**src/rtl/core/zste_pkg.sv**
```systemverilog
// Package for the zoomed sprite tile expander: status codes, register
// indexes, command and status structs shared by controller and datapath.
// No dependencies.
`default_nettype none
package zste_pkg;

   localparam logic [2:0] ST_TILE     = 3'd0;
   localparam logic [2:0] ST_LAST     = 3'd1;
   localparam logic [2:0] ST_ACCEPT   = 3'd2;
   localparam logic [2:0] ST_DISABLED = 3'd3;
   localparam logic [2:0] ST_ZERO     = 3'd4;
   localparam logic [2:0] ST_OFFCLIP  = 3'd5;
   localparam logic [2:0] ST_IDLE     = 3'd6;

   localparam logic [1:0] REG_CX0 = 2'd0;
   localparam logic [1:0] REG_CX1 = 2'd1;
   localparam logic [1:0] REG_CY0 = 2'd2;
   localparam logic [1:0] REG_CY1 = 2'd3;

   localparam int DIV_STEPS = 25;

   typedef struct packed {
      logic req_type;
      logic [15:0] attr;
      logic [15:0] page_offset;
      logic [15:0] color_page;
      logic [15:0] size;
      logic [15:0] pos_y;
      logic [15:0] pos_x;
      logic [15:0] zoom_y;
      logic [15:0] zoom_x;
   } req_type_type;

   typedef struct packed {
      logic [2:0]  status;
      logic [21:0] tile_code;
      logic [3:0]  palette;
      logic [1:0]  flips;
      logic [23:0] dest_x;
      logic [23:0] dest_y;
      logic [23:0] extent_x;
      logic [23:0] extent_y;
      logic [9:0]  box_x_low;
      logic [9:0]  box_x_high;
      logic [9:0]  box_y_low;
      logic [9:0]  box_y_high;
   } rsp_type;

   // controller to datapath
   typedef struct packed {
      logic capture;   // latch the accepted request
      logic check;     // decide draw bit and zero zoom
      logic div_start;
      logic div_step;
      logic setup;     // box, clip test, origin
      logic commit;    // store sprite state
      logic tile_mul;  // products for the tile
      logic tile_fin;  // form tile result, advance
      logic idle_rsp;
   } cmd_type;

   // datapath to controller
   typedef struct packed {
      logic is_step;
      logic reject;    // disabled or zero zoom
      logic off_clip;
      logic runnable;  // sprite pending with tiles
      logic div_done;
   } sts_type;

endpackage
`default_nettype wire

```
**src/rtl/core/zste_datapath.sv**
```systemverilog
// Datapath of the sprite tile expander: restoring divider, sprite setup,
// tile position multipliers and the result register. Uses zste_pkg.
`default_nettype none
module zste_datapath (
   input  wire logic                 clock,
   input  wire logic                 reset,
   input  wire zste_pkg::req_type_type req_data,
   input  wire zste_pkg::cmd_type    cmd,
   input  wire logic [9:0]           clip_x_low,
   input  wire logic [9:0]           clip_x_high,
   input  wire logic [9:0]           clip_y_low,
   input  wire logic [9:0]           clip_y_high,
   output zste_pkg::sts_type         sts,
   output zste_pkg::rsp_type         rsp_data
);
   import zste_pkg::*;

   req_type_type req_ff;
   rsp_type      rsp_ff, rsp_in;

   // sprite state
   logic        pend_ff, pend_in;
   logic [21:0] code_ff, code_in;
   logic [3:0]  pal_ff;
   logic [1:0]  flips_ff;
   logic signed [12:0] orgx_ff, orgy_ff;
   logic [24:0] rx_ff, ry_ff;
   logic [5:0]  cols_ff, rows_ff;
   logic [5:0]  col_ff, col_in, row_ff, row_in;
   logic [9:0]  box_ff [4];

   // divider: both quotients together, one bit a step
   logic [24:0] qx_ff, qy_ff, remx_ff, remy_ff;
   logic [4:0]  dcnt_ff;
   logic        ddone_ff;

   // setup results
   logic        offclip_ff;
   logic signed [12:0] sx_ff, sy_ff;
   logic [9:0]  b0_ff, b1_ff, b2_ff, b3_ff;
   logic [5:0]  xn_w, yn_w;

   // tile products
   logic signed [33:0] px0_ff, px1_ff, py0_ff, py1_ff;

   always_comb begin
      sts.is_step  = req_ff.req_type;
      sts.reject   = !req_ff.attr[2] || req_ff.zoom_x == 16'd0
                     || req_ff.zoom_y == 16'd0;
      sts.off_clip = offclip_ff;
      sts.runnable = pend_ff && cols_ff != 6'd0 && rows_ff != 6'd0;
      sts.div_done = ddone_ff;
   end

   logic [8:0] tx9, ty9, xs9, ys9;
   always_comb begin
      tx9 = {1'b0, req_ff.page_offset[7:0]};
      ty9 = {1'b0, req_ff.page_offset[15:8]};
      xs9 = {1'b0, req_ff.size[7:0]} + 9'd1;
      ys9 = {1'b0, req_ff.size[15:8]} + 9'd1;
      xn_w = 6'(((10'(tx9) + 10'(xs9) + 10'd7) >> 3) - 10'(tx9 >> 3));
      yn_w = 6'(((10'(ty9) + 10'(ys9) + 10'd7) >> 3) - 10'(ty9 >> 3));
   end

   // divider step
   logic [25:0] tx_r, ty_r;
   logic        bit_n;
   always_comb begin
      bit_n = (dcnt_ff == 5'd24);
      tx_r = {remx_ff, bit_n};
      ty_r = {remy_ff, bit_n};
   end

   always_ff @(posedge clock) begin
      if (cmd.capture) req_ff <= req_data;
      if (reset) begin
         ddone_ff <= 1'b0;
         dcnt_ff  <= '0;
      end else if (cmd.div_start) begin
         remx_ff <= '0; remy_ff <= '0; qx_ff <= '0; qy_ff <= '0;
         dcnt_ff <= 5'd24; ddone_ff <= 1'b0;
      end else if (cmd.div_step && !ddone_ff) begin
         // dividend 2^24: only bit 24 set
         if (tx_r >= {10'd0, req_ff.zoom_x}) begin
            remx_ff <= 25'(tx_r - {10'd0, req_ff.zoom_x});
            qx_ff <= {qx_ff[23:0], 1'b1};
         end else begin
            remx_ff <= tx_r[24:0];
            qx_ff <= {qx_ff[23:0], 1'b0};
         end
         if (ty_r >= {10'd0, req_ff.zoom_y}) begin
            remy_ff <= 25'(ty_r - {10'd0, req_ff.zoom_y});
            qy_ff <= {qy_ff[23:0], 1'b1};
         end else begin
            remy_ff <= ty_r[24:0];
            qy_ff <= {qy_ff[23:0], 1'b0};
         end
         if (dcnt_ff == 5'd0) ddone_ff <= 1'b1;
         else dcnt_ff <= dcnt_ff - 5'd1;
      end
   end

   // setup: box and clip
   logic signed [12:0] sxw, syw;
   logic signed [34:0] bx1w, by1w;
   logic signed [11:0] cx0, cx1, cy0, cy1;
   logic signed [34:0] b1c, b3c;
   logic signed [12:0] b0c, b2c;
   logic [33:0] mx, my;
   always_comb begin
      sxw = 13'(signed'({req_ff.pos_x[10], req_ff.pos_x[10:0]}));
      syw = 13'(signed'({req_ff.pos_y[9], req_ff.pos_y[9:0]}));
      mx = 34'(xs9) * 34'(qx_ff);
      my = 34'(ys9) * 34'(qy_ff);
      bx1w = 35'(sxw) + 35'(mx >> 16) - 35'sd1;
      by1w = 35'(syw) + 35'(my >> 16) - 35'sd1;
      cx0 = {2'b0, clip_x_low};  cx1 = {2'b0, clip_x_high};
      cy0 = {2'b0, clip_y_low};  cy1 = {2'b0, clip_y_high};
      b0c = (sxw < 13'(cx0)) ? 13'(cx0) : sxw;
      b1c = (bx1w > 35'(cx1)) ? 35'(cx1) : bx1w;
      b2c = (syw < 13'(cy0)) ? 13'(cy0) : syw;
      b3c = (by1w > 35'(cy1)) ? 35'(cy1) : by1w;
   end

   always_ff @(posedge clock) begin
      if (cmd.setup) begin
         offclip_ff <= sxw > 13'(cx1) || bx1w < 35'(cx0)
                       || syw > 13'(cy1) || by1w < 35'(cy0);
         b0_ff <= b0c[9:0]; b1_ff <= b1c[9:0];
         b2_ff <= b2c[9:0]; b3_ff <= b3c[9:0];
         if (req_ff.attr[0])
            sx_ff <= sxw - 13'({xn_w, 3'b0}) + 13'(xs9) + 13'(tx9[2:0]);
         else
            sx_ff <= sxw - 13'(tx9[2:0]);
         if (req_ff.attr[1])
            sy_ff <= syw - 13'({yn_w, 3'b0}) + 13'(ys9) + 13'(ty9[2:0]);
         else
            sy_ff <= syw - 13'(ty9[2:0]);
      end
   end

   // tile index products: k * recip, scaled by 8 below, with k in -1..33
   logic fx, fy;
   logic signed [7:0] xi, yi, xi2, yi2;
   always_comb begin
      fx = flips_ff[0];
      fy = flips_ff[1];
      xi = fx ? 8'(cols_ff) - 8'sd1 - 8'(col_ff) : 8'(col_ff);
      yi = fy ? 8'(rows_ff) - 8'sd1 - 8'(row_ff) : 8'(row_ff);
      xi2 = fx ? xi - 8'sd1 : xi + 8'sd1;
      yi2 = fy ? yi - 8'sd1 : yi + 8'sd1;
   end

   always_ff @(posedge clock) begin
      if (cmd.tile_mul) begin
         px0_ff <= 34'(xi) * signed'({9'd0, rx_ff});
         px1_ff <= 34'(xi2) * signed'({9'd0, rx_ff});
         py0_ff <= 34'(yi) * signed'({9'd0, ry_ff});
         py1_ff <= 34'(yi2) * signed'({9'd0, ry_ff});
      end
   end

   // arithmetic shift is floor for the signed sum
   logic signed [37:0] dx, ndx, dy, ndy, ex, ey;
   function automatic logic [23:0] sat24(input logic signed [37:0] v);
      if (v > 38'sd8388607) return 24'h7fffff;
      if (v < -38'sd8388608) return 24'h800000;
      return v[23:0];
   endfunction
   function automatic logic [23:0] abs24(input logic signed [37:0] v);
      logic signed [37:0] a;
      a = (v < 0) ? -v : v;
      if (a > 38'sd16777215) return 24'hffffff;
      return a[23:0];
   endfunction
   always_comb begin
      dx  = 38'(orgx_ff) + ((38'(px0_ff) * 38'sd8 + 38'sh8000) >>> 16);
      ndx = 38'(orgx_ff) + ((38'(px1_ff) * 38'sd8 + 38'sh8000) >>> 16);
      dy  = 38'(orgy_ff) + ((38'(py0_ff) * 38'sd8 + 38'sh8000) >>> 16);
      ndy = 38'(orgy_ff) + ((38'(py1_ff) * 38'sd8 + 38'sh8000) >>> 16);
      ex = ndx - dx;
      ey = ndy - dy;
   end

   logic last_col, last_row;
   always_comb begin
      last_col = (7'(col_ff) + 7'd1) >= 7'(cols_ff);
      last_row = (7'(row_ff) + 7'd1) >= 7'(rows_ff);
      rsp_in  = rsp_ff;
      pend_in = pend_ff;
      code_in = code_ff;
      col_in  = col_ff;
      row_in  = row_ff;
      if (cmd.idle_rsp) begin
         rsp_in = '0;
         if (req_ff.req_type) begin
            rsp_in.status = ST_IDLE;
         end else if (!req_ff.attr[2]) begin
            rsp_in.status = ST_DISABLED;
         end else if (sts.reject) begin
            rsp_in.status = ST_ZERO;
         end else begin
            rsp_in.status = ST_OFFCLIP;
         end
         pend_in = 1'b0;
      end else if (cmd.commit) begin
         rsp_in = '0;
         rsp_in.status = ST_ACCEPT;
         rsp_in.box_x_low = b0_ff; rsp_in.box_x_high = b1_ff;
         rsp_in.box_y_low = b2_ff; rsp_in.box_y_high = b3_ff;
         pend_in = 1'b1;
         code_in = 22'({req_ff.page_offset[7:3]}) + 22'({req_ff.page_offset[15:11], 5'd0})
                   + 22'({req_ff.color_page[10:0], 10'd0});
         col_in = '0; row_in = '0;
      end else if (cmd.tile_fin) begin
         rsp_in.status = ST_TILE;
         rsp_in.tile_code = code_ff;
         rsp_in.palette = pal_ff;
         rsp_in.flips = flips_ff;
         rsp_in.dest_x = sat24(dx);
         rsp_in.dest_y = sat24(dy);
         rsp_in.extent_x = abs24(ex);
         rsp_in.extent_y = abs24(ey);
         rsp_in.box_x_low = box_ff[REG_CX0]; rsp_in.box_x_high = box_ff[REG_CX1];
         rsp_in.box_y_low = box_ff[REG_CY0]; rsp_in.box_y_high = box_ff[REG_CY1];
         code_in = code_ff + 22'd1;
         col_in = col_ff + 6'd1;
         if (last_col) begin
            col_in = '0;
            code_in = code_ff + 22'd33 - 22'(cols_ff);
            row_in = row_ff + 6'd1;
            if (last_row) begin
               row_in = '0;
               pend_in = 1'b0;
               rsp_in.status = ST_LAST;
            end
         end
      end
   end

   always_ff @(posedge clock) begin
      rsp_ff <= rsp_in;
      if (cmd.commit) begin
         pal_ff   <= req_ff.color_page[15:12];
         flips_ff <= req_ff.attr[1:0];
         orgx_ff  <= sx_ff;
         orgy_ff  <= sy_ff;
         rx_ff    <= qx_ff;
         ry_ff    <= qy_ff;
         cols_ff  <= xn_w;
         rows_ff  <= yn_w;
         box_ff[REG_CX0] <= b0_ff; box_ff[REG_CX1] <= b1_ff;
         box_ff[REG_CY0] <= b2_ff; box_ff[REG_CY1] <= b3_ff;
      end
      if (reset) begin
         pend_ff <= 1'b0;
         code_ff <= '0;
         col_ff  <= '0;
         row_ff  <= '0;
      end else begin
         pend_ff <= pend_in;
         code_ff <= code_in;
         col_ff  <= col_in;
         row_ff  <= row_in;
      end
   end

   assign rsp_data = rsp_ff;

endmodule
`default_nettype wire

```
**src/rtl/core/zste_ctrl.sv**
```systemverilog
// Controller state machine of the sprite tile expander: sequences load
// and step transactions over the datapath. Uses zste_pkg.
`default_nettype none
module zste_ctrl (
   input  wire logic            clock,
   input  wire logic            reset,
   input  wire logic            req_tvalid,
   output logic                 req_tready,
   output logic                 rsp_tvalid,
   input  wire logic            rsp_tready,
   input  wire zste_pkg::sts_type sts,
   output zste_pkg::cmd_type    cmd
);
   import zste_pkg::*;

   typedef enum logic [7:0] {
      S_IDLE  = 8'b0000_0001,
      S_CHECK = 8'b0000_0010,
      S_DIV   = 8'b0000_0100,
      S_SETUP = 8'b0000_1000,
      S_DEC   = 8'b0001_0000,
      S_MUL   = 8'b0010_0000,
      S_FIN   = 8'b0100_0000,
      S_OUT   = 8'b1000_0000
   } state_type;

   state_type state_ff, state_in;
   logic      vld_ff, vld_in;

   always_comb begin
      cmd = '0;
      state_in = state_ff;
      vld_in = vld_ff;
      // a result may wait in the output register while the next request enters
      req_tready = (state_ff == S_IDLE);
      if (rsp_tvalid && rsp_tready) vld_in = 1'b0;
      case (state_ff)
         S_IDLE: begin
            if (req_tvalid) begin
               cmd.capture = 1'b1;
               state_in = S_CHECK;
            end
         end
         S_CHECK: begin
            if (!vld_in) begin
               if (sts.is_step) begin
                  if (sts.runnable) state_in = S_MUL;
                  else begin
                     cmd.idle_rsp = 1'b1; vld_in = 1'b1; state_in = S_IDLE;
                  end
               end else if (sts.reject) begin
                  cmd.idle_rsp = 1'b1; vld_in = 1'b1; state_in = S_IDLE;
               end else begin
                  cmd.div_start = 1'b1;
                  state_in = S_DIV;
               end
            end
         end
         S_DIV: begin
            cmd.div_step = 1'b1;
            if (sts.div_done) state_in = S_SETUP;
         end
         S_SETUP: begin
            cmd.setup = 1'b1;
            state_in = S_DEC;
         end
         S_DEC: begin
            if (sts.off_clip) cmd.idle_rsp = 1'b1;
            else cmd.commit = 1'b1;
            vld_in = 1'b1;
            state_in = S_IDLE;
         end
         S_MUL: begin
            cmd.tile_mul = 1'b1;
            state_in = S_FIN;
         end
         S_FIN: begin
            cmd.tile_fin = 1'b1;
            vld_in = 1'b1;
            state_in = S_IDLE;
         end
         default: state_in = S_IDLE;
      endcase
   end

   always_ff @(posedge clock) begin
      if (reset) begin
         state_ff <= S_IDLE;
         vld_ff   <= 1'b0;
      end else begin
         state_ff <= state_in;
         vld_ff   <= vld_in;
      end
   end

   assign rsp_tvalid = vld_ff;

endmodule
`default_nettype wire

```
**src/rtl/core/zoomed_sprite_tile_expander_unit.sv**
```systemverilog
// Top level of the zoomed sprite tile expander: clip registers, controller
// and datapath. Uses zste_pkg, zste_ctrl, zste_datapath.
//
//   channel  dir  handshake             payload
//   req_     in   req_tvalid/tready     tdata 128b, tuser req_type
//   rsp_     out  rsp_tvalid/tready     tdata 168b, tuser status
//   csr_     in   csr_valid/ready       csr_index 2b, csr_data 10b
//
// A step transaction passes through capture, decide, multiply and result.
// A load runs the 25-step reciprocal divider, which forms both reciprocals together.
// Reset is synchronous, clears control state and sets the clip window to 0..319 by 0..223.
// A held result in the output register stalls the next decision only.
`default_nettype none
module zoomed_sprite_tile_expander_unit (
   input  wire logic         clock,
   input  wire logic         reset,
   input  wire logic         req_tvalid,
   output logic              req_tready,
   // attr, page_offset, color_page, size, pos_y, pos_x, zoom_y, zoom_x
   input  wire logic [127:0] req_tdata,
   // req_type
   input  wire logic         req_tuser,
   output logic              rsp_tvalid,
   input  wire logic         rsp_tready,
   // tile_code, palette, flips, dest_x, dest_y, extent_x, extent_y,
   // box_x_low, box_x_high, box_y_low, box_y_high, zero fill
   output logic [167:0]      rsp_tdata,
   // status
   output logic [2:0]        rsp_tuser,
   input  wire logic         csr_valid,
   output logic              csr_ready,
   input  wire logic [1:0]   csr_index,
   input  wire logic [9:0]   csr_data
);
   import zste_pkg::*;

   logic [9:0] cx0_ff, cx1_ff, cy0_ff, cy1_ff;
   req_type_type req;
   rsp_type rsp;
   cmd_type cmd;
   sts_type sts;

   assign csr_ready = 1'b1;

   always_ff @(posedge clock) begin
      if (reset) begin
         cx0_ff <= 10'd0; cx1_ff <= 10'd319;
         cy0_ff <= 10'd0; cy1_ff <= 10'd223;
      end else if (csr_valid) begin
         case (csr_index)
            REG_CX0: cx0_ff <= csr_data;
            REG_CX1: cx1_ff <= csr_data;
            REG_CY0: cy0_ff <= csr_data;
            REG_CY1: cy1_ff <= csr_data;
            default: ;
         endcase
      end
   end

   always_comb begin
      req.req_type    = req_tuser;
      req.attr        = req_tdata[15:0];
      req.page_offset = req_tdata[31:16];
      req.color_page  = req_tdata[47:32];
      req.size        = req_tdata[63:48];
      req.pos_y       = req_tdata[79:64];
      req.pos_x       = req_tdata[95:80];
      req.zoom_y      = req_tdata[111:96];
      req.zoom_x      = req_tdata[127:112];
   end

   zste_ctrl u_ctrl (
      .clock(clock), .reset(reset),
      .req_tvalid(req_tvalid), .req_tready(req_tready),
      .rsp_tvalid(rsp_tvalid), .rsp_tready(rsp_tready),
      .sts(sts), .cmd(cmd)
   );

   zste_datapath u_dp (
      .clock(clock), .reset(reset), .req_data(req), .cmd(cmd),
      .clip_x_low(cx0_ff), .clip_x_high(cx1_ff),
      .clip_y_low(cy0_ff), .clip_y_high(cy1_ff),
      .sts(sts), .rsp_data(rsp)
   );

   assign rsp_tuser = rsp.status;
   assign rsp_tdata = {4'b0000, rsp.box_y_high, rsp.box_y_low, rsp.box_x_high,
                       rsp.box_x_low, rsp.extent_y, rsp.extent_x, rsp.dest_y,
                       rsp.dest_x, rsp.flips, rsp.palette, rsp.tile_code};

`ifndef NO_ASSERTIONS
   a_one_cmd: assert property (@(posedge clock) disable iff (reset)
      $onehot0({cmd.commit, cmd.tile_fin, cmd.idle_rsp}))
      else $error("more than one result command");
   a_no_ready_busy: assert property (@(posedge clock) disable iff (reset)
      (req_tvalid && req_tready) |=> !req_tready)
      else $error("request taken while busy");
   a_result_rises: assert property (@(posedge clock) disable iff (reset)
      (cmd.commit || cmd.tile_fin || cmd.idle_rsp) |=> rsp_tvalid)
      else $error("result not presented");
`endif

endmodule
`default_nettype wire

```
**config.mk**
```make
export PLATFORM = sky130hd
export DESIGN_NAME = zoomed_sprite_tile_expander_unit
export DESIGN_NICKNAME = d
export VERILOG_FILES = /design/src/rtl/core/zste_pkg.sv /design/src/rtl/core/zste_datapath.sv /design/src/rtl/core/zste_ctrl.sv /design/src/rtl/core/zoomed_sprite_tile_expander_unit.sv
export SDC_FILE = /design/constraint.sdc
export NUM_CORES = 2
export LEC_CHECK = 0
export CORE_MARGIN = 1
export CORE_UTILIZATION = 45
export DETAILED_ROUTE_END_ITERATION = 7
export DONT_BUFFER_PORTS = 1
export PLACE_DENSITY = 0.59
export RECOVER_POWER = 25
export SLEW_MARGIN = 20
export SYNTH_ARGS = -nofsm -noshare
export SYNTH_HDL_FRONTEND = slang
export SYNTH_SLANG_ARGS = --single-unit
```
**constraint.sdc**
```tcl
create_clock -name clock -period 12.9 [get_ports clock]
set_input_delay 2.58 -clock clock [delete_from_list [all_inputs] [get_ports clock]]
set_output_delay 2.58 -clock clock [all_outputs]
set_load 0.1 [all_outputs]
```
### Word-level counts from Yosys, hierarchy flattened

Memories as Yosys holds them, arrays and structs flattened.
Cells that the tools add are included.

* bits in registers: 759
* memory bits (writable): 40
* bits of input ports: 146
* output and inout port bits: 174
* logic and storage cells: 305
* memories kept: 1

* add/sub/neg operators: 52
* multiply operators: 6
* order comparisons: 20
* eq/ne operators: 15
* mux-type cells: 113
* bitwise logic cells: 3
* reduce and logical (&&, ||, !) cells: 38

Memories
* u_dp.box_ff: depth 4, bits a word 10, rd ports 4, clocked after Yosys merged registers in 0, write ports 4, line zste_datapath.sv:30 `logic [9:0] box_ff [4];`

Operators with widths (count)
* $mux W167: 3
* $mux W24: 12
* $add A37 B17 Y38 const B: 4
* $mux W25: 6
* $mul A8 B26 Y34: 4
* $add A13 B22 Y23: 4
* $gt A38 B24 Y1 const B: 2
* $gt A38 B25 Y1 const B: 2
* $lt A38 B1 Y1 const B: 2
* $lt A38 B24 Y1 const B: 2
* $mux W38: 2
* $neg A38 Y38: 2
* $sub A38 B38 Y38: 2
* $gt A35 B11 Y1: 2
* $lt A35 B11 Y1: 2
* $sub A35 B1 Y35 const B: 2
* $mul A9 B25 Y34: 2
* $mux W22: 3
* $mux W8: 7
* $mux W1: 55
* $mux W6: 9
* $ge A26 B16 Y1: 2
* $sub A25 B16 Y25: 2
* $mux W10: 4
* 59 further kinds: 110

### Depth between registers and ports, before layout

* word-level depth: 17
* gate-level depth with buffers: 40
* gate-level depth less buffers: 40

### Hierarchy

Synthesis repeated with hierarchy kept, for this count alone.

* cells, all modules: 8866
* area, all modules: 83839.2 µm²

By module, submodules not included
* zste_datapath: instances 1, cells each 8636, area each 81547.0 µm²
* zoomed_sprite_tile_expander_unit: instances 1, cells each 162, area each 1649.1 µm²
* zste_ctrl: instances 1, cells each 68, area each 643.1 µm²

### Worst setup path after synthesis

Ideal clock, no wire load.

* path kind: reg2reg
* start point: reg u_dp.req_ff[72] (netlist bit)
* end point: reg u_dp.b3_ff[9] (data pin)
* setup time: 260 ps
* arrival: 8606 ps
* required time: 12640 ps
* slack: 4034 ps
* cell stages (with the launch flop): 39
* period minus slack after synthesis: 8866 ps
* path through: edfxtp_1 > ha_1 > nand2_1 > nor2_1 > and3_1 > clkbuf_1 > clkbuf_1 > and2_1 > fa_1 > fa_1 > fa_1 > inv_1 > fa_1 > inv_1 > ha_1 > and3_1 > nand2_1 > or2_2 > [3 not listed] > nand2_1 > a21oi_1 > xnor2_1 > ha_1 > and3_1 > a22o_2 > o41ai_1 > nand2_1 > xnor2_1 > ha_1 > a21o_1 > a21oi_1 > a31oi_1 > nor4_1 > a21oi_1 > nor3_2 > nor2_8 > mux2_4

* cells in the longest elaborated chain, start to end: 6

RTL lines
* from (decl): line zste_datapath.sv:18 `req_type_type req_ff;`
* from (signal assigned): line zste_datapath.sv:75 `if (cmd.capture) req_ff <= req_data;`
* $add A8 B1 Y9 (*): line zste_datapath.sv:60 `ys9 = {1'b0, req_ff.size[15:8]} + 9'd1;`
* $mul A9 B25 Y34 (*): line zste_datapath.sv:114 `my = 34'(ys9) * 34'(qy_ff);`
* $add A10 B19 Y20 (*): line zste_datapath.sv:116 `by1w = 35'(syw) + 35'(my >> 16) - 35'sd1;`
* $sub A35 B1 Y35 (*): line zste_datapath.sv:116
* $gt A35 B11 Y1: line zste_datapath.sv:122 `b3c = (by1w > 35'(cy1)) ? 35'(cy1) : by1w;`
* $mux W10 (*): line zste_datapath.sv:122
* named net u_dp.b3c[9]: line zste_datapath.sv:107 `logic signed [34:0] b1c, b3c;`
* to (signal assigned): line zste_datapath.sv:130 `b2_ff <= b2c[9:0]; b3_ff <= b3c[9:0];`
* to (decl): line zste_datapath.sv:40 `logic [9:0] b0_ff, b1_ff, b2_ff, b3_ff;`

The timed path passes the listed nets; every way through them passes the cells marked *.
A chain may end at the register's enable or synchronous reset.

### Worst setup path after layout

* start point: reg u_dp.req_ff[75] (netlist bit)
* end point: reg u_dp.b3_ff[2] (data pin)

Same word-level chain as after synthesis.

==> flow_metrics.env <==
export IMPL_cpPeakStageDelay_ns=0.68
export IMPL_die_w_um=433
export IMPL_path_class="flop to flop"
export IMPL_dp_hpwl_um=174000
export IMPL_status="finished with violations"
export IMPL_path_common_cell="fa_1"
export IMPL_clkTransAtPathRegs_ns=0.06
export IMPL_synth_seq_area_share_pct=23.9
export IMPL_gr_usage_all_layers_pct=24.2
export IMPL_async_flop_share_pct=0
export IMPL_leakagePower_uw=0.0401
export IMPL_clock_tree_buffer_depth=3
export IMPL_min_period_over_period_pct=81.3
export IMPL_seq_area_um2=20000
export IMPL_cts_tree="done"
export IMPL_start_kind="flop"
export IMPL_clock_skew_ns=0.0571
export IMPL_synth_distinct_cells=110
export IMPL_fin_nets=10700
export IMPL_start_util_pct=45.5
export IMPL_clock_tree_root_cell="clkbuf_16"
export IMPL_finalSetupViolations=0
export IMPL_slowest_stage="xor2_2"
export IMPL_gp_congestion=0.912
export IMPL_crit_path_end_kind="flop"
export IMPL_grt_pass1_vias=63600
export IMPL_coreArea_um2=184000
export IMPL_grt_pass1_wl_um=355000
export IMPL_crit_fanout=17
export IMPL_violations="capacitance limit, slew limit"
export IMPL_area_delta_synth_final_pct=6.97
export IMPL_ios=320
export IMPL_synth_edf_count=496
export IMPL_netlist_instances=8960
export IMPL_rsz0062_at_grt="no"
export IMPL_yosys_warnings=0
export IMPL_clock_sinks=749
export IMPL_grt_ovfl_total=0
export IMPL_min_path_type="flop to flop"
export IMPL_synth_main_ff_cell="edfxtp_1"
export IMPL_synth_area_um2=83600
export IMPL_drt_vias_per_instance=5.45
export IMPL_maxCapViolCount=3
export IMPL_cp_data_required_time_ns=13.38
export IMPL_antenna_found_initial=8
export IMPL_fill_cells=17400
export IMPL_finalWirelength_um=225000
export IMPL_cts_buffers=88
export IMPL_cp_top_family="adder cells"
export IMPL_crit_buf_inv=1
export IMPL_drc=0
export IMPL_setup_tns_final_ns=0
export IMPL_num_rows=157
export IMPL_p_per_area_nw_per_um2=233
export IMPL_irDropWorstVdd_mv=0.602
export IMPL_post_cts_resize_count=0
export IMPL_dieArea_um2=188000
export IMPL_htree_levels=3
export IMPL_layout_commonest_cell="inv_1"
export IMPL_cts_post_setup_buffers_inserted=0
export IMPL_vias=61900
export IMPL_arrival_ns=10.97
export IMPL_dr_pass1_iters=6
export IMPL_fmax_mhz=95.3
export IMPL_layout_drive_gt1_share_pct=4.89
export IMPL_fin_util_pct=48.6
export IMPL_tightestPinTransition_ns=3.34
export IMPL_ant_nets=0
export IMPL_insertion_delay_ns=0.74
export IMPL_multi_input_area_um2=57900
export IMPL_final_max_slew_viol_count=89
export IMPL_die_h_um=433
export IMPL_drtIter0Drc=3881
export IMPL_wire_per_inst_um=19.8
export IMPL_port_buffers=0
export IMPL_final_cell_mix="inv_1, fa_1, ha_1"
export IMPL_grt_max_degree=130
export IMPL_cts_hold_buf=0
export IMPL_relSlewSlack_pct=-123
export IMPL_syn_avg_cell_area_um2=9.33
export IMPL_ys_seq_elements=749
export IMPL_finalCriticalPeriod_ns=10.49
export IMPL_hold_viol=0
flip-flops by register name, summed over array words and instances (netlist names), 22 cells and up:
signal,cells
u_dp.py0_ff,22
u_dp.ry_ff,25
u_dp.px0_ff,22
u_dp.qx_ff,25
u_dp.box_ff,40
u_dp.rsp_data,167
u_dp.qy_ff,25
u_dp.code_ff,22
u_dp.remx_ff,25
u_dp.rx_ff,25
u_dp.py1_ff,22
u_dp.px1_ff,22
u_dp.remy_ff,25
u_dp.req_ff,103
where the power goes:
part	leakage (µW)	internal, µW	switching, µW
Combinational	0.0321	6100	8470
Clock	0.00144	1470	1120
Sequential	0.00657	2900	822
path summary, 6_finish.rpt:
kind / from / to / slack (ns) / cells after the start
setup / recovery: u_dp.req_ff[75] / u_dp.b3_ff[2] / 2.41 / 35
hold / removal: u_dp.sy_ff[10] / u_dp.orgy_ff[10] / 0.41 / 0
setup reg to reg: u_dp.req_ff[75] / u_dp.b3_ff[2] / 2.41 / 35
hold reg to reg: u_dp.sy_ff[10] / u_dp.orgy_ff[10] / 0.41 / 0
stage by stage:
stage	hold slack (ns)	total power (µW)	instance area (µm²)	cells	setup slack, ns
floorplan	0.400	14700	83600	8963	4.03
global placement	0.402	17800	86500	11200	2.48
detailed placement	0.405	18200	86500	11200	2.32
CTS	0.415	21000	89400	11400	2.32
global route	0.412	22800	89400	11400	1.73
finish	0.410	20900	89400	11400	2.41
per-layer routing:
| layer | vias to the layer above | GRT usage (%) | routed length (µm) |
|---|---|---|---|
| met2 | 1411 | 42.4 | 111000 |
| met3 | 311 | 2.85 | 10400 |
| met5 | - | 0 | 18 |
| met4 | 2 | 6.56 | 6190 |
| li1 | 29100 | - | - |
| met1 | 31100 | 31.4 | 97600 |
cells by family after synthesis:
logic type	synth area share (%)
compound gates	10.1
flops	23.9
mux	1.03
simple gates	17.9
buf+inv	7.21
fa+ha+maj	34.2
other cells	0.00898
xor+xnor	5.67
Yosys cell counts (114+ instances only):
cell type / instances / area [µm²]
a21o_1: 114 / 856
a21oi_1: 352 / 1760
and2_1: 517 / 3230
clkbuf_1: 278 / 1040
dfxtp_1: 253 / 5060
edfxtp_1: 496 / 14900
fa_1: 898 / 18000
ha_1: 846 / 10600
inv_1: 1261 / 4730
nand2_1: 844 / 3170
nand2b_1: 119 / 744
nand3_1: 138 / 691
nor2_1: 492 / 1850
nor2b_1: 344 / 2150
nor3_1: 141 / 706
o21ai_0: 304 / 1520
xnor2_1: 344 / 3010
xor2_1: 194 / 1700
cell type report:
class,instances,share of cell area [%]
tap,2464,3.45
clock buffer,115,2.69
timing repair buffer,96,0.830
clock inverter,48,0.627
multi-input combinational,6619,64.8
inverter,1262,5.30
sequential,749,22.3
antenna,4,0.0112
Power figures use the tool's default switching activity.
